--- src/dtl_pkg.sv ---
// Shared types and constants for the token lexer.
// No dependencies.
package dtl_pkg;

    localparam int POSITION_WIDTH_DEF = 16;
    localparam int FIELD_WIDTH        = 16;
    localparam int KW_SPAN            = 10;
    localparam int KW_IDX_W           = $clog2(KW_SPAN);
    localparam int QUEUE_DEPTH        = 4;
    localparam int QUEUE_PTR_W        = $clog2(QUEUE_DEPTH);
    localparam int QUEUE_CNT_W        = $clog2(QUEUE_DEPTH + 1);

    localparam logic [FIELD_WIDTH-1:0] LEN_MAX = {FIELD_WIDTH{1'b1}};

    localparam logic ACT_BYTE = 1'b0;
    localparam logic ACT_END  = 1'b1;

    localparam logic [7:0] CH_COMMA  = 8'h2C;
    localparam logic [7:0] CH_COLON  = 8'h3A;
    localparam logic [7:0] CH_LBRACE = 8'h7B;
    localparam logic [7:0] CH_RBRACE = 8'h7D;
    localparam logic [7:0] CH_AT     = 8'h40;
    localparam logic [7:0] CH_SPACE  = 8'h20;
    localparam logic [7:0] CH_TAB    = 8'h09;
    localparam logic [7:0] CH_CR     = 8'h0D;
    localparam logic [7:0] CH_LF     = 8'h0A;
    localparam logic [7:0] CH_RBRACK = 8'h5D;

    typedef enum logic [4:0] {
        KIND_COMMA      = 5'd0,
        KIND_COLON      = 5'd1,
        KIND_LBRACE     = 5'd2,
        KIND_RBRACE     = 5'd3,
        KIND_AT         = 5'd4,
        KIND_IDENT      = 5'd5,
        KIND_ENUM       = 5'd6,
        KIND_CLASS      = 5'd7,
        KIND_FUNCTION   = 5'd8,
        KIND_METHOD     = 5'd9,
        KIND_PROMPT     = 5'd10,
        KIND_INPUT      = 5'd11,
        KIND_OUTPUT     = 5'd12,
        KIND_DEPENDS    = 5'd13,
        KIND_TESTGROUP  = 5'd14,
        KIND_CASE       = 5'd15,
        KIND_VARIANT    = 5'd16,
        KIND_LANG       = 5'd17,
        KIND_CLIENT     = 5'd18,
        KIND_PROVIDER   = 5'd19,
        KIND_RENAME     = 5'd20,
        KIND_DESCRIBE   = 5'd21,
        KIND_SKIP       = 5'd22,
        KIND_STRINGIFY  = 5'd23,
        KIND_RETRY      = 5'd24,
        KIND_FALLBACK   = 5'd25,
        KIND_EOF        = 5'd26
    } kind_t;

    typedef enum logic [1:0] {
        CLS_PUNCT,
        CLS_SEP,
        CLS_LF,
        CLS_WORD
    } byte_class_t;

    typedef logic [KW_SPAN-1:0][7:0] prefix_t;

    typedef struct packed {
        kind_t                  kind;
        logic [FIELD_WIDTH-1:0] line_no;
        logic [FIELD_WIDTH-1:0] col_no;
        logic [FIELD_WIDTH-1:0] len;
        logic                   last;
    } token_t;

    typedef struct packed {
        logic [1:0] count;
        token_t     first;
        token_t     second;
    } queue_wr_t;

endpackage

--- src/dsl_token_lexer.sv ---
// Token lexer top level: byte front end feeding a token queue.
// Depends on dtl_pkg, dtl_front and dtl_queue.
//
// Byte channel: byte_valid/byte_stall with action and char_code. A beat
// carries one source byte, or the end-of-input mark when action is set.
// Token channel: token_valid/token_stall with kind, line, column, length
// and last_of_run, which marks the final token that a byte beat caused.
// A byte beat yields zero, one or two tokens; they are written into the token
// queue as the beat is taken and leave it one per beat while token_stall is low.
// One byte is taken every cycle while the four-entry token queue holds two
// or fewer tokens; byte_stall rises once three are held. Sustained token
// output is one per cycle without token_stall, so a byte making two tokens costs two output beats.
// Keyword matching compares the buffered word head against a fixed table in
// the cycle of the closing byte.
// When token_stall is high the head token holds and the queue fills, then
// byte_stall rises. Reset empties the queue and returns line and column to 1;
// no clearing pass is needed. End of input also returns the front end to its
// reset state, so a new stream may follow at once.
module dsl_token_lexer #(
    parameter int POSITION_WIDTH = dtl_pkg::POSITION_WIDTH_DEF
) (
    input  logic                               clk,
    input  logic                               rst_n,
    input  logic                               byte_valid,
    output logic                               byte_stall,
    input  logic                               action,
    input  logic [7:0]                         char_code,
    output logic                               token_valid,
    input  logic                               token_stall,
    output logic [4:0]                         token_kind,
    output logic [dtl_pkg::FIELD_WIDTH-1:0]    line_number,
    output logic [dtl_pkg::FIELD_WIDTH-1:0]    column_number,
    output logic [dtl_pkg::FIELD_WIDTH-1:0]    token_length,
    output logic                               last_of_run
);

    dtl_pkg::queue_wr_t wr;
    logic               room;

    dtl_front #(
        .POSITION_WIDTH (POSITION_WIDTH)
    ) u_front (
        .clk        (clk),
        .rst_n      (rst_n),
        .byte_valid (byte_valid),
        .byte_stall (byte_stall),
        .action     (action),
        .char_code  (char_code),
        .room       (room),
        .wr         (wr)
    );

    dtl_queue u_queue (
        .clk           (clk),
        .rst_n         (rst_n),
        .wr            (wr),
        .room          (room),
        .token_valid   (token_valid),
        .token_stall   (token_stall),
        .token_kind    (token_kind),
        .line_number   (line_number),
        .column_number (column_number),
        .token_length  (token_length),
        .last_of_run   (last_of_run)
    );

endmodule

--- src/dtl_classify.sv ---
// Keyword classifier for a word that follows an at-sign.
// Depends on dtl_pkg.
module dtl_classify (
    input  dtl_pkg::prefix_t                 prefix,
    input  logic [dtl_pkg::FIELD_WIDTH-1:0]  word_length,
    input  logic [7:0]                       final_byte,
    output dtl_pkg::kind_t                   kind
);

    localparam int WB = dtl_pkg::KW_SPAN * 8;

    logic [WB-1:0] w;
    logic          rb;

    // first byte of the word in the top byte, to line up with string literals
    always_comb
    begin
        for (int i = 0; i < dtl_pkg::KW_SPAN; i++)
        begin
            w[(dtl_pkg::KW_SPAN-1-i)*8 +: 8] = prefix[i];
        end
    end

    assign rb = (final_byte == dtl_pkg::CH_RBRACK);

    always_comb
    begin
        priority if (word_length == 16'd4 && w[WB-1 -: 32] == "enum")
            kind = dtl_pkg::KIND_ENUM;
        else if (word_length == 16'd5 && w[WB-1 -: 40] == "class")
            kind = dtl_pkg::KIND_CLASS;
        else if (word_length == 16'd8 && w[WB-1 -: 64] == "function")
            kind = dtl_pkg::KIND_FUNCTION;
        else if (word_length == 16'd6 && w[WB-1 -: 48] == "method")
            kind = dtl_pkg::KIND_METHOD;
        else if (word_length == 16'd6 && w[WB-1 -: 48] == "prompt")
            kind = dtl_pkg::KIND_PROMPT;
        else if (word_length == 16'd5 && w[WB-1 -: 40] == "input")
            kind = dtl_pkg::KIND_INPUT;
        else if (word_length == 16'd6 && w[WB-1 -: 48] == "output")
            kind = dtl_pkg::KIND_OUTPUT;
        else if (word_length == 16'd10 && w[WB-1 -: 80] == {"depends", "_on"})
            kind = dtl_pkg::KIND_DEPENDS;
        else if (word_length == 16'd10 && w[WB-1 -: 80] == {"test", "_group"})
            kind = dtl_pkg::KIND_TESTGROUP;
        else if (word_length == 16'd4 && w[WB-1 -: 32] == "case")
            kind = dtl_pkg::KIND_CASE;
        else if (word_length == 16'd8 && w[WB-1 -: 64] == "provider")
            kind = dtl_pkg::KIND_PROVIDER;
        else if (word_length == 16'd6 && w[WB-1 -: 48] == "rename")
            kind = dtl_pkg::KIND_RENAME;
        else if (word_length == 16'd8 && w[WB-1 -: 64] == "describe")
            kind = dtl_pkg::KIND_DESCRIBE;
        else if (word_length == 16'd4 && w[WB-1 -: 32] == "skip")
            kind = dtl_pkg::KIND_SKIP;
        else if (word_length == 16'd9 && w[WB-1 -: 72] == "stringify")
            kind = dtl_pkg::KIND_STRINGIFY;
        else if (word_length == 16'd5 && w[WB-1 -: 40] == "retry")
            kind = dtl_pkg::KIND_RETRY;
        else if (word_length == 16'd8 && w[WB-1 -: 64] == "fallback")
            kind = dtl_pkg::KIND_FALLBACK;
        else if (rb && word_length > 16'd5 && w[WB-1 -: 40] == "lang[")
            kind = dtl_pkg::KIND_LANG;
        else if (rb && word_length > 16'd8 && w[WB-1 -: 64] == "variant[")
            kind = dtl_pkg::KIND_VARIANT;
        else if (rb && word_length > 16'd7 && w[WB-1 -: 56] == "client[")
            kind = dtl_pkg::KIND_CLIENT;
        else if (rb && word_length > 16'd9 && w[WB-1 -: 72] == "fallback[")
            kind = dtl_pkg::KIND_FALLBACK;
        else
            kind = dtl_pkg::KIND_IDENT;
    end

endmodule

--- src/dtl_front.sv ---
// Front end: accepts bytes, tracks word and position state, forms tokens.
// Depends on dtl_pkg and dtl_classify.
module dtl_front #(
    parameter int POSITION_WIDTH = dtl_pkg::POSITION_WIDTH_DEF
) (
    input  logic                 clk,
    input  logic                 rst_n,
    input  logic                 byte_valid,
    output logic                 byte_stall,
    input  logic                 action,
    input  logic [7:0]           char_code,
    input  logic                 room,
    output dtl_pkg::queue_wr_t   wr
);

    localparam int FW    = dtl_pkg::FIELD_WIDTH;
    localparam int PW    = POSITION_WIDTH;
    localparam int SUM_W = ((PW > FW) ? PW : FW) + 2;
    localparam logic [SUM_W-1:0] POS_MAX = {{(SUM_W-PW){1'b0}}, {PW{1'b1}}};

    dtl_pkg::prefix_t  prefix_reg;
    logic [FW-1:0]     len_reg, len_next;
    logic [7:0]        final_reg, final_next;
    logic              at_reg, at_next;
    logic [PW-1:0]     line_reg, line_next;
    logic [PW-1:0]     col_reg, col_next;
    logic              open_reg, open_next;

    logic                 accept;
    logic                 has_word;
    logic                 prefix_we;
    dtl_pkg::byte_class_t cls;
    dtl_pkg::kind_t       cls_kind;
    dtl_pkg::kind_t       word_kind;
    dtl_pkg::kind_t       punct_kind;
    logic [PW-1:0]        col_flush, col_step, line_inc;
    dtl_pkg::token_t      tok_word, tok_punct, tok_eof;

    function automatic logic [PW-1:0] sat_pos(input logic [SUM_W-1:0] v);
        return (v > POS_MAX) ? POS_MAX[PW-1:0] : v[PW-1:0];
    endfunction

    function automatic logic [FW-1:0] pos_field(input logic [PW-1:0] p);
        logic [SUM_W-1:0] e;
        e = SUM_W'(p);
        return e[FW-1:0];
    endfunction

    dtl_classify u_cls (
        .prefix      (prefix_reg),
        .word_length (len_reg),
        .final_byte  (final_reg),
        .kind        (cls_kind)
    );

    assign byte_stall = ~room;
    assign accept     = byte_valid & room;
    assign has_word   = (len_reg != '0);
    assign word_kind  = at_reg ? cls_kind : dtl_pkg::KIND_IDENT;

    always_comb
    begin
        unique case (char_code)
            dtl_pkg::CH_COMMA, dtl_pkg::CH_COLON, dtl_pkg::CH_LBRACE,
            dtl_pkg::CH_RBRACE, dtl_pkg::CH_AT:
                cls = dtl_pkg::CLS_PUNCT;
            dtl_pkg::CH_SPACE, dtl_pkg::CH_TAB, dtl_pkg::CH_CR:
                cls = dtl_pkg::CLS_SEP;
            dtl_pkg::CH_LF:
                cls = dtl_pkg::CLS_LF;
            default:
                cls = dtl_pkg::CLS_WORD;
        endcase
    end

    always_comb
    begin
        unique case (char_code)
            dtl_pkg::CH_COMMA:  punct_kind = dtl_pkg::KIND_COMMA;
            dtl_pkg::CH_COLON:  punct_kind = dtl_pkg::KIND_COLON;
            dtl_pkg::CH_LBRACE: punct_kind = dtl_pkg::KIND_LBRACE;
            dtl_pkg::CH_RBRACE: punct_kind = dtl_pkg::KIND_RBRACE;
            default:            punct_kind = dtl_pkg::KIND_AT;
        endcase
    end

    // flushing a word then stepping one column saturates the same as one sum
    assign col_flush = sat_pos(SUM_W'(col_reg) + SUM_W'(len_reg));
    assign col_step  = sat_pos(SUM_W'(col_reg) + SUM_W'(len_reg) + SUM_W'(1));
    assign line_inc  = sat_pos(SUM_W'(line_reg) + SUM_W'(1));

    always_comb
    begin
        tok_word = '{kind: word_kind, line_no: pos_field(line_reg),
                     col_no: pos_field(col_reg), len: len_reg, last: 1'b0};
        tok_punct = '{kind: punct_kind, line_no: pos_field(line_reg),
                      col_no: pos_field(col_flush), len: FW'(1), last: 1'b1};
        tok_eof = '{kind: dtl_pkg::KIND_EOF,
                    line_no: pos_field(open_reg ? line_inc : line_reg),
                    col_no: FW'(1), len: '0, last: 1'b1};
    end

    assign prefix_we = accept && action == dtl_pkg::ACT_BYTE &&
                       cls == dtl_pkg::CLS_WORD && len_reg < FW'(dtl_pkg::KW_SPAN);

    always_comb
    begin
        len_next   = len_reg;
        final_next = final_reg;
        at_next    = at_reg;
        line_next  = line_reg;
        col_next   = col_reg;
        open_next  = open_reg;
        wr         = '0;
        if (accept)
        begin
            if (action == dtl_pkg::ACT_END)
            begin
                if (open_reg && has_word)
                begin
                    wr.count  = 2'd2;
                    wr.first  = tok_word;
                    wr.second = tok_eof;
                end
                else
                begin
                    wr.count = 2'd1;
                    wr.first = tok_eof;
                end
                len_next   = '0;
                final_next = '0;
                at_next    = 1'b0;
                line_next  = PW'(1);
                col_next   = PW'(1);
                open_next  = 1'b0;
            end
            else
            begin
                unique case (cls)
                    dtl_pkg::CLS_PUNCT:
                    begin
                        if (has_word)
                        begin
                            wr.count  = 2'd2;
                            wr.first  = tok_word;
                            wr.second = tok_punct;
                        end
                        else
                        begin
                            wr.count = 2'd1;
                            wr.first = tok_punct;
                        end
                        len_next  = '0;
                        at_next   = (char_code == dtl_pkg::CH_AT);
                        col_next  = col_step;
                        open_next = 1'b1;
                    end
                    dtl_pkg::CLS_SEP:
                    begin
                        if (has_word)
                        begin
                            wr.count      = 2'd1;
                            wr.first      = tok_word;
                            wr.first.last = 1'b1;
                        end
                        len_next  = '0;
                        at_next   = 1'b0;
                        col_next  = col_step;
                        open_next = 1'b1;
                    end
                    dtl_pkg::CLS_LF:
                    begin
                        if (has_word)
                        begin
                            wr.count      = 2'd1;
                            wr.first      = tok_word;
                            wr.first.last = 1'b1;
                        end
                        len_next  = '0;
                        at_next   = 1'b0;
                        line_next = line_inc;
                        col_next  = PW'(1);
                        open_next = 1'b0;
                    end
                    dtl_pkg::CLS_WORD:
                    begin
                        if (len_reg != dtl_pkg::LEN_MAX)
                            len_next = len_reg + FW'(1);
                        final_next = char_code;
                        open_next  = 1'b1;
                    end
                endcase
            end
        end
    end

    always_ff @(posedge clk)
    begin
        if (prefix_we)
            prefix_reg[len_reg[dtl_pkg::KW_IDX_W-1:0]] <= char_code;
    end

    always_ff @(posedge clk or negedge rst_n)
    begin
        if (!rst_n)
        begin
            len_reg   <= '0;
            final_reg <= '0;
            at_reg    <= 1'b0;
            line_reg  <= PW'(1);
            col_reg   <= PW'(1);
            open_reg  <= 1'b0;
        end
        else
        begin
            len_reg   <= len_next;
            final_reg <= final_next;
            at_reg    <= at_next;
            line_reg  <= line_next;
            col_reg   <= col_next;
            open_reg  <= open_next;
        end
    end

endmodule

--- src/dtl_queue.sv ---
// Back end: token queue taking up to two tokens a cycle, draining one a beat.
// Depends on dtl_pkg.
module dtl_queue (
    input  logic                               clk,
    input  logic                               rst_n,
    input  dtl_pkg::queue_wr_t                 wr,
    output logic                               room,
    output logic                               token_valid,
    input  logic                               token_stall,
    output logic [4:0]                         token_kind,
    output logic [dtl_pkg::FIELD_WIDTH-1:0]    line_number,
    output logic [dtl_pkg::FIELD_WIDTH-1:0]    column_number,
    output logic [dtl_pkg::FIELD_WIDTH-1:0]    token_length,
    output logic                               last_of_run
);

    localparam int PTR_W = dtl_pkg::QUEUE_PTR_W;
    localparam int CNT_W = dtl_pkg::QUEUE_CNT_W;

    dtl_pkg::token_t mem [dtl_pkg::QUEUE_DEPTH];

    logic [PTR_W-1:0] wr_ptr_reg, wr_ptr_next;
    logic [PTR_W-1:0] rd_ptr_reg, rd_ptr_next;
    logic [CNT_W-1:0] count_reg, count_next;
    logic             pop;
    dtl_pkg::token_t  head;

    assign room        = (count_reg <= CNT_W'(dtl_pkg::QUEUE_DEPTH - 2));
    assign token_valid = (count_reg != '0);
    assign pop         = token_valid & ~token_stall;
    assign head        = mem[rd_ptr_reg];

    assign token_kind    = head.kind;
    assign line_number   = head.line_no;
    assign column_number = head.col_no;
    assign token_length  = head.len;
    assign last_of_run   = head.last;

    assign wr_ptr_next = wr_ptr_reg + PTR_W'(wr.count);
    assign rd_ptr_next = rd_ptr_reg + PTR_W'(pop);
    assign count_next  = count_reg + CNT_W'(wr.count) - CNT_W'(pop);

    always_ff @(posedge clk)
    begin
        if (wr.count != 2'd0)
            mem[wr_ptr_reg] <= wr.first;
        if (wr.count == 2'd2)
            mem[wr_ptr_reg + PTR_W'(1)] <= wr.second;
    end

    always_ff @(posedge clk or negedge rst_n)
    begin
        if (!rst_n)
        begin
            wr_ptr_reg <= '0;
            rd_ptr_reg <= '0;
            count_reg  <= '0;
        end
        else
        begin
            wr_ptr_reg <= wr_ptr_next;
            rd_ptr_reg <= rd_ptr_next;
            count_reg  <= count_next;
        end
    end

endmodule

--- config.mk ---
export PLATFORM = sky130hd
export DESIGN_NAME = dsl_token_lexer
export DESIGN_NICKNAME = d
export VERILOG_FILES = /design/src/dtl_pkg.sv /design/src/dsl_token_lexer.sv /design/src/dtl_classify.sv /design/src/dtl_front.sv /design/src/dtl_queue.sv
export SDC_FILE = /design/constraint.sdc
export NUM_CORES = 1
export LEC_CHECK = 0
export ABC_AREA = 1
export BUFFER_PORTS_ARGS = -buffer_cell sky130_fd_sc_hd__buf_2
export CAP_MARGIN = 20
export CELL_PAD_IN_SITES_DETAIL_PLACEMENT = 1
export CELL_PAD_IN_SITES_GLOBAL_PLACEMENT = 2
export CORE_AREA = 5 5 258 260
export DETAILED_ROUTE_END_ITERATION = 8
export DIE_AREA = 0 0 263 265
export PLACE_DENSITY = 0.77
export RECOVER_POWER = 50
export SYNTH_ARGS = -nofsm -noshare
export SYNTH_HDL_FRONTEND = slang
export SYNTH_SLANG_ARGS = --single-unit
--- constraint.sdc ---
create_clock -name clk -period 3.7 [get_ports clk]
set_clock_uncertainty 0.15 [all_clocks]
set_input_delay 0.37 -clock clk [delete_from_list [all_inputs] [get_ports clk]]
set_output_delay 0.37 -clock clk [all_outputs]
set_load 0.02 [all_outputs]
## Word level (Yosys, flattened, before mapping)

Memory sizes are Yosys's and may differ from the RTL's.
Index checks and enable logic that the tools add are counted.
W data, S select, Z words.

- Register bits: 145
- Memory bits (writable): 216
- Bits of input ports: 13
- Output and inout bits: 56
- Memories kept: 1

- $add $sub $neg: 9
- Order comparisons: 11
- Eq/ne operators: 43
- Multiplexer cells: 57
- Bitwise gates (word level): 5
- Reduce and logical (&&, ||, !) cells: 49

Memory list:

| name | words | bits a word | rd ports | clocked after Yosys merged registers in | wr ports | line | source |
|---|---|---|---|---|---|---|---|
| u_queue.mem | 4 | 54 | 1 | 0 | 2 | dtl_queue.sv:20 | `dtl_pkg::token_t mem [dtl_pkg::QUEUE_DEPTH];` |

Operators with widths:

| operator | number |
|---|---|
| $eq A64 B63 Y1 const B | 5 |
| $mux W110 | 2 |
| $eq A48 B47 Y1 const B | 4 |
| $eq A40 B39 Y1 const B | 4 |
| $eq A80 B79 Y1 const B | 2 |
| $eq A72 B71 Y1 const B | 2 |
| $mux W16 | 9 |
| $mux W56 | 2 |
| $pmux W56 S2 | 1 |
| $mux W5 | 22 |
| $mux W52 | 2 |
| $eq A32 B31 Y1 const B | 3 |
| $bwmux W80 | 1 |
| $pmux W16 S2 | 2 |
| $eq A56 B55 Y1 const B | 1 |
| $mux W55 | 1 |
| $gt A18 B16 Y1 const B | 3 |
| $mux W54 | 1 |
| $eq A16 B3 Y1 const B | 3 |
| $eq A16 B4 Y1 const B | 3 |
| $demux W8 S4 | 1 |
| $eq A8 B7 Y1 const B | 4 |
| $gt A16 B3 Y1 const B | 2 |
| $gt A16 B4 Y1 const B | 2 |
| 35 further kinds | 92 |

## Depth between registers and ports, before layout

Gate-level depths: netlist (run 1).

- Depth after elaboration: 32
- Mapped depth: 23
- Gate-level depth less buffers: 23

## By module

Synthesis (run 1) repeated with hierarchy kept, for this count alone.

- Cell total of the unflattened synthesis: 2,818
- Area, all modules: 22,088.7 um^2

By module, submodules not included:

| module | instances | cells an instance | area each (um^2) |
|---|---|---|---|
| dtl_queue | 1 | 1,169 | 10,900.5 |
| dtl_front | 1 | 1,211 | 9,206.3 |
| dtl_classify | 1 | 438 | 1,981.9 |

## Worst setup path after synthesis (run 1)

OpenSTA, ideal clock, no wires.

- Path type: reg2reg
- Start point: reg u_front.len_reg[0]
- End point: mem u_queue.mem[1][31] (netlist name), data pin
- Setup time: 0.261 ns
- Data arrival time: 3.227 ns
- Data required time: 3.289 ns
- Setup slack: 0.062 ns
- Cell stages (with the launch flop): 21
- Cell sequence: dfrtp_1 ha_1 fa_1 ha_1 inv_1 nor3_2 nand3_1 nor3_1 nand2_1 nor2_1 nand4_1 nor4_1 ha_1 inv_1 nand2_4 buf_8 nand2_2 nand2_1 nand2_2 nand2_1 o21ai_0

RTL lines:

| what | line | source |
|---|---|---|
| start: declaration | dtl_front.sv:22 | `logic [FW-1:0] len_reg, len_next;` |
| start signal: assignment | dtl_front.sv:216 | `len_reg <= len_next;` |
| end: declaration | dtl_queue.sv:20 |  |

## Worst setup path after layout (run 1)

- Start point: in char_code[7]
- End point: reg u_front.prefix_reg[74] (netlist name) (enable)

- Longest elaborated chain between the ends: 6
- Elaborated cells between the ends (all ways): 15
- Those cells by class: 10 x eq/ne; 1 x mux; 4 x reduce/logical

RTL lines:

| what | line | source |
|---|---|---|
| start: declaration | dsl_token_lexer.sv:27 | `input logic [7:0] char_code,` |
| $eq A8 B6 Y1 (tied with other cells) | dtl_front.sv:63 | `unique case (char_code)` |
| $reduce_or A5 Y1 / $reduce_or A3 Y1 (equally long branches) | dtl_front.sv:63 |  |
| $pmux W2 S3 (*) | dtl_front.sv:63 |  |
| $eq A2 B2 Y1 (*) | dtl_front.sv:104 | `cls == dtl_pkg::CLS_WORD && len_reg < FW'(dtl_pkg::KW_SPAN);` |
| $logic_and A1 B1 Y1 (*) | dtl_front.sv:103 | `assign prefix_we = accept && action == dtl_pkg::ACT_BYTE &&` |
| $logic_and A1 B1 Y1 (*) | dtl_front.sv:104 |  |
| end signal: indexed assignment | dtl_front.sv:200 | `prefix_reg[len_reg[dtl_pkg::KW_IDX_W-1:0]] <= char_code;` |
| end: declaration | dtl_front.sv:21 | `dtl_pkg::prefix_t prefix_reg;` |

Mark *: on every way between the ends. The rest lies on a longest branch, timed or not.
A chain may end at the register's enable or synchronous reset.

==> impl_metrics.ini, run 1 <==
[global_routing]
grt_pass1_wl_um = 122000
grt_max_degree = 66
antenna_found_initial = 1
grt.total_usage_pct = 22.2
grt_pass1_vias = 20400
overflow = 0

[floorplan]
die_w_um = 263
die_h_um = 265
core_um2 = 63900
initial_core_util_pct = 32.7
dieArea_um2 = 69700
rows = 93
num_io_pins = 69

[worst_setup_path]
regToRegStartpoint = u_front.len_reg[0]
critPathArrivalTime_ns = 3.71
ff2ff_setup_slack_ns = 0.18
cp-end-kind = flop
path_max_fanout = 10
endpoint = u_front.prefix_reg[74]
reg2reg_depth = 22
startpoint = char_code[7]
r2r_end = u_queue.mem[0][19]
path_class = in -> reg
critPathRequiredTime_ns = 3.84
cp-start-kind = primary input

[power]
p_leak_nw = 10.3
powerDensity_nw_per_um2 = 604
finalPower_mw = 14.9
max-vdd-ir-drop_uv = 294

[final_layout]
finish.instance_area_um2 = 24600
finalNonFillerCells = 3698
diodes = 0
nNetsFinal = 2856
synthToLayoutAreaGrowth_pct = 18.1
largest_reg_flops = 216
drive_gt1_share_pct = 14.2

[synth]
synth.most_common_cell = nand2_1
syn_nets = 2700
yosys-top-cells-count = nand2_1 (716), nor2_1 (292), nand3_1 (237), edfxtp_1 (236), inv_1 (235)
synth_cell_types = 58
synthTopCellsByArea = edfxtp_1 (34%), nand2_1 (13%), dfrtp_1 (7.6%)
syn_avg_cell_area_um2 = 7.86
netlist_instances = 2653
ys.flop_type = edfxtp_1
synth_seq_cells = 361
ys_warn_count = 0
syn-cell-area_um2 = 20900
async_flop_share_pct = 18.0
synth-edff-count = 236
yosys.area.top_type_share_pct = 34.0
ys_seq_area_share_pct = 47.5
synth_top_area_cell = edfxtp_1

[drt]
via_per_inst = 5.29
drt_pass1_iterations = 5
wl_met2_um = 37900
postRouteAntennaNets = 0
met1_length_um = 35500
drtIter0Drc = 1250
vias = 19500
wl_per_cell_um = 21.5
wl_um = 79600
routed.top_layer = met4
drcViolationCount = 0
met3_length_um = 4000

[min_path]
hp-start = char_code[2]
hold_path_depth = 3
min_path_type = in -> reg

[timing]
hold_viol = 0
slew_violations = 66
setup_violations = 0
max_freq_mhz = 280
period_needed_ns = 3.58
timing.final.crit_share_pct = 96.7
grt_setup_unrepaired = yes
relSlewSlack_pct = -30.6
worst_slew_pin_slew_ns = 1.96

[outcome]
status = finished with violations
violations = capacitance limit, slew limit

[run]
max_cap_viol_count = 1

[cts]
h-tree-depth = 2
tritoncts = done
insertion_delay_ns = 0.60
clock-root-buffer = clkbuf_16
clk_pin_slew_ns = 0.06
cts_sinks = 361
numCtsBuffers = 42
cts_buffer_depth = 3

[placement]
place.gp.congestion = 0.903
dp_hpwl_um = 57900
portBuffers = 68
postPlaceCellArea_um2 = 23000
placedCellCount = 3610
## cells in the final DEF (no fill, tap or decap), types with 18 or more instances in the layout
cell type	synthesis	routed
o22ai_1	81	81
nand4_1	54	54
o21ai_1	25	25
inv_1	235	233
clkbuf_16	0	43
nand2_1	716	686
clkbuf_1	52	32
o21ai_0	226	226
xor2_1	18	18
nand2_2	21	48
buf_4	7	120
a21oi_1	33	32
inv_2	25	26
nor2_1	292	291
dfxtp_1	60	60
dfrtp_1	63	62
edfxtp_1	236	236
ha_1	32	27
nand3_1	237	234
nor4_1	24	23
nor3_1	53	52
buf_2	39	44
## layout make-up
class	instances	area (um^2)
fill	7649	39200
sequential	361	9920
multi-input combinational	1921	9640
timing repair buffer	220	1660
clock buffer	52	1110
tap	855	1070
inverter	263	992
clock inverter	26	262
## stage by stage
stage | hold slack [ns] | utilization, % | worst slack (ns) | TNS, ns
after global routing | 0.0517 | 38.6 | -0.0738 | -0.992
final | 0.0458 | 38.6 | 0.123 | 0
after detailed placement | 0.307 | 36.0 | -0.0600 | -0.989
after CTS | 0.00678 | 38.3 | 0.00316 | 0
after floorplan | -0.0756 | - | 0.0623 | 0
after global placement | 0.300 | 36.0 | 0.0297 | 0
## metal layers
layer / vias to the layer above / track usage (%)
met2: 454 / 38.4
met1: 9717 / 29.5
met4: 0 / 6.10
met5: - / 0
li1: 9256 / -
met3: 119 / 2.98
## critical path, cell delays in order
cell	delay (ns)
dlygate4sd3_1	0.52
clkbuf_1	0.19
inv_1	0.10
nand2_1	0.20
nor3_2	0.09
a21oi_2	0.28
ha_1	0.21
inv_1	0.05
nor2_1	0.19
nand2_4	0.10
nor2_2	0.14
inv_1	0.09
buf_4	0.17
nor2_1	0.12
nand3_1	0.28
nor3_1	0.38
buf_4	0.24
## how the worst min path moves through the flow
stage	slack (ns)	endpoint
detailed placement	0.31	u_queue.mem[2][10]
global route	0.05	u_front.final_reg[2]
finish	0.05	u_front.final_reg[2]
global placement	0.30	u_queue.mem[2][10]
CTS	0.007	u_front.final_reg[3]
floorplan	-0.08	u_front.at_reg
## repair_timing
action                                  in CTS  in global routing
setup buffers                                2                  1
gates resized for setup                      3                 53
pin swaps                                    0                  5
gates cloned                                 0                  1
hold endpoints to repair                    68                  0
hold buffers                                 6                  0
endpoints found under the setup margin      53                 89
## logic make-up after synthesis
kind of cell / count (synthesis) / synth area share [%]
fa+ha+maj: 34 / 2.11
simple gates: 1460 / 31.2
xor+xnor: 26 / 1.13
flops: 361 / 47.5
compound gates: 401 / 10.7
buf+inv: 371 / 7.35
## power breakdown
| group | switching [mW] | internal [mW] |
|---|---|---|
| sequential | 0.312 | 4.78 |
| combinational | 4.00 | 1.61 |
| clock | 1.81 | 2.37 |
Power figures use the tool's default switching activity.
==> inputs of run 2 (changes only) <==
- CORE_AREA: 5 5 258 260 -> 5 5 254 256
- DIE_AREA: 0 0 263 265 -> 0 0 259 261
- PLACE_DENSITY: 0.77 -> 0.79
==> run 2 against run 1 <==
Compared with the run above:
- the run still ends with capacitance limit, slew limit left
- core utilization up 1.1 points
- clock power up 4%
- non-clock buffer count rose by 1
- die area down 3.0%
- combinational power barely moved
- largest cell class unchanged
==> impl_metrics.ini, run 2 (synthesis results as in run 1) <==
[drt]
postRouteAntennaNets = 0
wl_per_cell_um = 21.6
via_per_inst = 5.34
drcViolationCount = 0
drtIter0Drc = 1247
vias = 19700
drt_pass1_iterations = 6
wl_um = 79800

[floorplan]
initial_core_util_pct = 33.5
dieArea_um2 = 67600
num_io_pins = 69
die_h_um = 261
core_um2 = 62300
rows = 92
die_w_um = 259

[final_layout]
synthToLayoutAreaGrowth_pct = 18.5
drive_gt1_share_pct = 14.4
finish.instance_area_um2 = 24700
nNetsFinal = 2860
fin_util_pct = 39.7
largest_reg_flops = 216
final_cell_mix = nand2_1 (678), nor2_1 (292), edfxtp_1 (236)
layout_commonest_cell = nand2_1
finalNonFillerCells = 3696

[power]
max-vdd-ir-drop_uv = 310
pwr-share-seq_pct = 33.8
powerDensity_nw_per_um2 = 609
p_int_mw = 8.90
power_frac_comb_pct = 37.2
finalPower_mw = 15.0
sw_frac_of_total_pct = 40.9
pwr-share-clk_pct = 29.0
p_leak_nw = 10.3
p_sw_mw = 6.15

[global_routing]
grt_max_degree = 110
grt_pass1_vias = 20400
grt.total_usage_pct = 23.0
overflow = 0
grt_use_met1_pct = 30.7
antenna_found_initial = 2
grt_pass1_wl_um = 122000
gr-usage-met3_pct = 2.66
grt.busiest_layer = met2
grt.met2_usage_pct = 40.4

[worst_setup_path]
startpoint = u_queue.rd_ptr_reg[1]
cp-start-kind = flop
cp.buffers_inverters = 3
critPathArrivalTime_ns = 3.16
worst_path_max_delay_cell = clkbuf_1
slowest_delay_ns = 0.82
regToRegStartpoint = u_front.len_reg[0]
path_class = reg -> out
path_max_fanout = 16
crit_chain = clkbuf_1 -> clkbuf_4 -> o21ai_0 -> o22ai_1 -> buf_2
crit_family = buffers and inverters
critPathRequiredTime_ns = 3.18
cp-end-kind = output pin

[timing]
slew_violations = 49
period_needed_ns = 3.68
grt_setup_unrepaired = yes
worst_slew_pin_slew_ns = 1.53
setup_violations = 0
timing.final.crit_share_pct = 99.4
hold_slack_ns = 0.0695
max_freq_mhz = 272
relSlewSlack_pct = -2.17
hold_viol = 0

[cts]
cts_sinks = 361
clk_pin_slew_ns = 0.06
clock-root-buffer = clkbuf_16
cts_buffer_depth = 3
numCtsBuffers = 45
h-tree-depth = 2
tritoncts = done
insertion_delay_ns = 0.60

[placement]
place.gp.congestion = 0.897
postPlaceCellArea_um2 = 23000
placedCellCount = 3599
dp_hpwl_um = 57600
portBuffers = 68

[min_path]
min_path_type = in -> reg
hp-start = token_stall

[run]
max_cap_viol_count = 1

[outcome]
status = finished with violations
violations = capacitance limit, slew limit
==> run 2: per-layer routing <==
layer	share of wire [%]	vias up
met2	49	442
met4	1.9	0
met1	45	9930
met5	0	-
li1	-	9257
met3	4.2	100
==> run 2: final timing paths <==
kind / cells after the start / slack [ns] / end
worst max-delay path: 5 / 0.02 / token_length[2]
worst min-delay path: 3 / 0.07 / u_queue.rd_ptr_reg[0]
worst max register to register: 20 / 0.09 / u_queue.mem[1][22]
worst min register to register: 2 / 0.31 / u_queue.mem[2][14]
max in group asynchronous: 3 / 0.98 / u_front.len_reg[12]
min in group asynchronous: 2 / 0.53 / u_front.col_reg[13]
==> run 2: worst register-to-register path, delay by kind of cell (launching register included) <==
kind / cells / cell delay, ns
and+or+nand+nor: 11 / 1.23
buffers and inverters: 5 / 0.47
adders and majority gates: 4 / 1.11
DFF: 1 / 0.41
==> run 2: per-stage QoR <==
| step | setup TNS (ns) | worst slack [ns] |
|---|---|---|
| after floorplan | 0 | 0.0623 |
| after global placement | 0 | 0.00132 |
| after detailed placement | -3.86 | -0.112 |
| after CTS | 0 | 0.00951 |
| after global routing | -8.47 | -0.151 |
| final | 0 | 0.0227 |
==> run 2: area by class of cell <==
type                    instances  area (um^2)
clock buffers                  65         1220
clock inverters                18          228
repair buffers                221         1670
inverters                     263          993
well taps                     846         1060
multi-input cells            1921         9630
fillers                      7525        37500
flip-flops and latches        361         9920
diodes                          1         2.50
==> run 2: repair_timing <==
action	4_1_cts	5_1_grt
pin swaps	3	2
setup endpoints to repair	58	72
hold endpoints to repair	52	0
hold buffers	8	0
gates resized for setup	2	65
setup buffers	2	3
gates cloned	0	0
==> run 2: power groups by stage <==
stage	logic, mW	registers, mW	clock network, mW
after floorplan	3.41	5.06	0
after global placement	5.44	5.14	0
after detailed placement	5.58	5.15	0
after CTS	5.61	5.07	4.45
after global routing	6.07	5.13	4.63
final	5.59	5.08	4.37
==> inputs of run 3 (changes only) <==
==> constraint.sdc (replaced) <==
create_clock -name clk -period 3.7 [get_ports clk]
set_clock_uncertainty 0.15 [all_clocks]
set_input_delay 0.925 -clock clk [delete_from_list [all_inputs] [get_ports clk]]
set_output_delay 0.925 -clock clk [all_outputs]
set_load 0.02 [all_outputs]
==> run 3 against run 2 <==
Compared with the run above:
- the run still ends with capacitance limit, slew limit left
- fmax up 0.73%
- core utilization up 1.7 points
- non-clock buffer count up 97
- total power up 2.0%
- first-iteration DRC count up 28%
- cell area up 4.2%
==> impl_metrics.ini, run 3 (synthesis results as in run 1) <==
[outcome]
status = finished with violations
violations = capacitance limit, slew limit

[cts]
clk_pin_slew_ns = 0.06
insertion_delay_ns = 0.60
cts_sinks = 361
tritoncts = done
cts_buffer_depth = 3
clock-root-buffer = clkbuf_16
cts.hold.buffers_added = 0
h-tree-depth = 2
numCtsBuffers = 43

[worst_setup_path]
cp-end-kind = flop
cp-start-kind = flop
worst_path_max_delay_cell = fa_2
crit_chain = ha_4 -> fa_2 -> ha_4 -> inv_2 -> nor3_4 -> nand3_2 -> nor3_2 -> nand2_1 -> nor2_2 -> nand4_1 -> nor4_2 -> ha_2 -> inv_2 -> nand2_4 -> buf_12 -> nand2_8 -> nand2_2 -> nand2_4 -> nand2_2 -> nand2_1
slowest_delay_ns = 0.57
path_max_fanout = 6
critPathRequiredTime_ns = 3.87
crit_family = simple AND/OR/NAND/NOR gates
path_class = reg -> reg
cp.buffers_inverters = 3
critPathArrivalTime_ns = 3.82

[placement]
dp_hpwl_um = 59700
placedCellCount = 3693
place.gp.congestion = 0.904
portBuffers = 68

[drt]
wl_um = 80800
vias = 20200
drtIter0Drc = 1601
postRouteAntennaNets = 0
drcViolationCount = 0
via_per_inst = 5.33
drt_pass1_iterations = 5
wl_per_cell_um = 21.3

[timing]
max_freq_mhz = 274
slew_violations = 66
hold_viol = 0
grt_setup_unrepaired = yes
worst_slew_pin_slew_ns = 1.91
setup_violations = 0
period_needed_ns = 3.65
relSlewSlack_pct = -27.0
hold_slack_ns = 0.307
timing.final.crit_share_pct = 98.7

[global_routing]
grt.total_usage_pct = 23.4
overflow = 0
antenna_found_initial = 1
grt_pass1_wl_um = 124000
grt_max_degree = 88
grt_pass1_vias = 21100

[final_layout]
synthToLayoutAreaGrowth_pct = 23.6
multi_input_area_um2 = 9750
nNetsFinal = 2955
seqCellArea_um2 = 9920
fillCellCount = 7473
final_cell_mix = nand2_1 (667), nor2_1 (292), edfxtp_1 (236)
largest_reg_flops = 216
diodes = 0
finalNonFillerCells = 3789
drive_gt1_share_pct = 17.6
layout_commonest_cell = nand2_1

[min_path]
min_path_type = reg -> reg

[floorplan]
initial_core_util_pct = 33.5
core_um2 = 62300
rows = 92
die_h_um = 261
die_w_um = 259
num_io_pins = 69
dieArea_um2 = 67600

[power]
pwr-share-clk_pct = 29.4
p_sw_mw = 6.16
max-vdd-ir-drop_uv = 331
sw_frac_of_total_pct = 40.2
p_int_mw = 9.18
p_leak_nw = 11.0
power_frac_comb_pct = 37.6
powerDensity_nw_per_um2 = 595
pwr-share-seq_pct = 33.0

[run]
max_cap_viol_count = 1
[run 3: final timing paths]
kind / from / to / slack, ns / depth (start not counted)
max: u_front.len_reg[0] / u_queue.mem[0][17] / 0.05 / 20
min: u_queue.mem[2][5] / u_queue.mem[2][5] / 0.31 / 2
max reg2reg: u_front.len_reg[0] / u_queue.mem[0][17] / 0.05 / 20
min reg2reg: u_queue.mem[2][5] / u_queue.mem[2][5] / 0.31 / 2
max in group asynchronous: rst_n / u_front.final_reg[6] / 1.44 / 2
min in group asynchronous: rst_n / u_front.line_reg[3] / 0.76 / 2
[run 3: area by class of cell]
type,instances,share of cell area (%)
clock buffer,52,4.34
clock inverter,28,1.43
inverter,263,3.84
multi-input combinational,1921,37.8
sequential,361,38.5
tap,846,4.11
timing repair buffer,318,9.99
[run 3: routing by layer]
| metal | vias to the layer above | track usage (%) | wire length, um |
|---|---|---|---|
| met4 | 0 | 7.60 | 2710 |
| met3 | 153 | 2.98 | 3530 |
| met1 | 10100 | 30.3 | 35300 |
| met5 | - | 0 | 0 |
| li1 | 9461 | - | - |
| met2 | 496 | 40.9 | 39300 |
[run 3: timing repair]
item / in CTS / in global routing
pin swaps: 24 / 34
setup buffers: 15 / 3
endpoints found under the setup margin: 59 / 79
gates cloned: 0 / 0
hold endpoints to repair: 0 / 0
gates resized for setup: 48 / 58
[run 3: tightest hold or removal path: cells and delay by family (launching register included)]
kind | cells | cell delay (ns)
and+or+nand+nor | 2 | 0.11
DFF | 1 | 0.31
[run 3: power groups by stage]
| stage | clock, mW | sequential, mW | combinational, mW |
|---|---|---|---|
| floorplan | 0 | 5.05 | 3.42 |
| global placement | 0 | 5.11 | 5.65 |
| detailed placement | 0 | 5.14 | 5.78 |
| CTS | 4.61 | 5.06 | 5.88 |
| global route | 4.76 | 5.11 | 6.29 |
| finish | 4.50 | 5.06 | 5.77 |
[run 3: through the flow]
| stage | worst slack [ns] | power (mW) | instance area, um^2 | utilization (%) | setup TNS, ns |
|---|---|---|---|---|---|
| 2_1_floorplan | 0.0583 | 8.48 | 20900 | - | 0 |
| 3_3_place_gp | -0.152 | 10.8 | 24000 | 38.5 | -22.82 |
| 3_5_place_dp | -0.186 | 10.9 | 24000 | 38.5 | -34.46 |
| 4_1_cts | -0.0455 | 15.5 | 25700 | 41.3 | -1.35 |
| 5_1_grt | -0.116 | 16.2 | 25800 | 41.4 | -9.12 |
| 6_report | 0.0493 | 15.3 | 25800 | 41.4 | 0 |
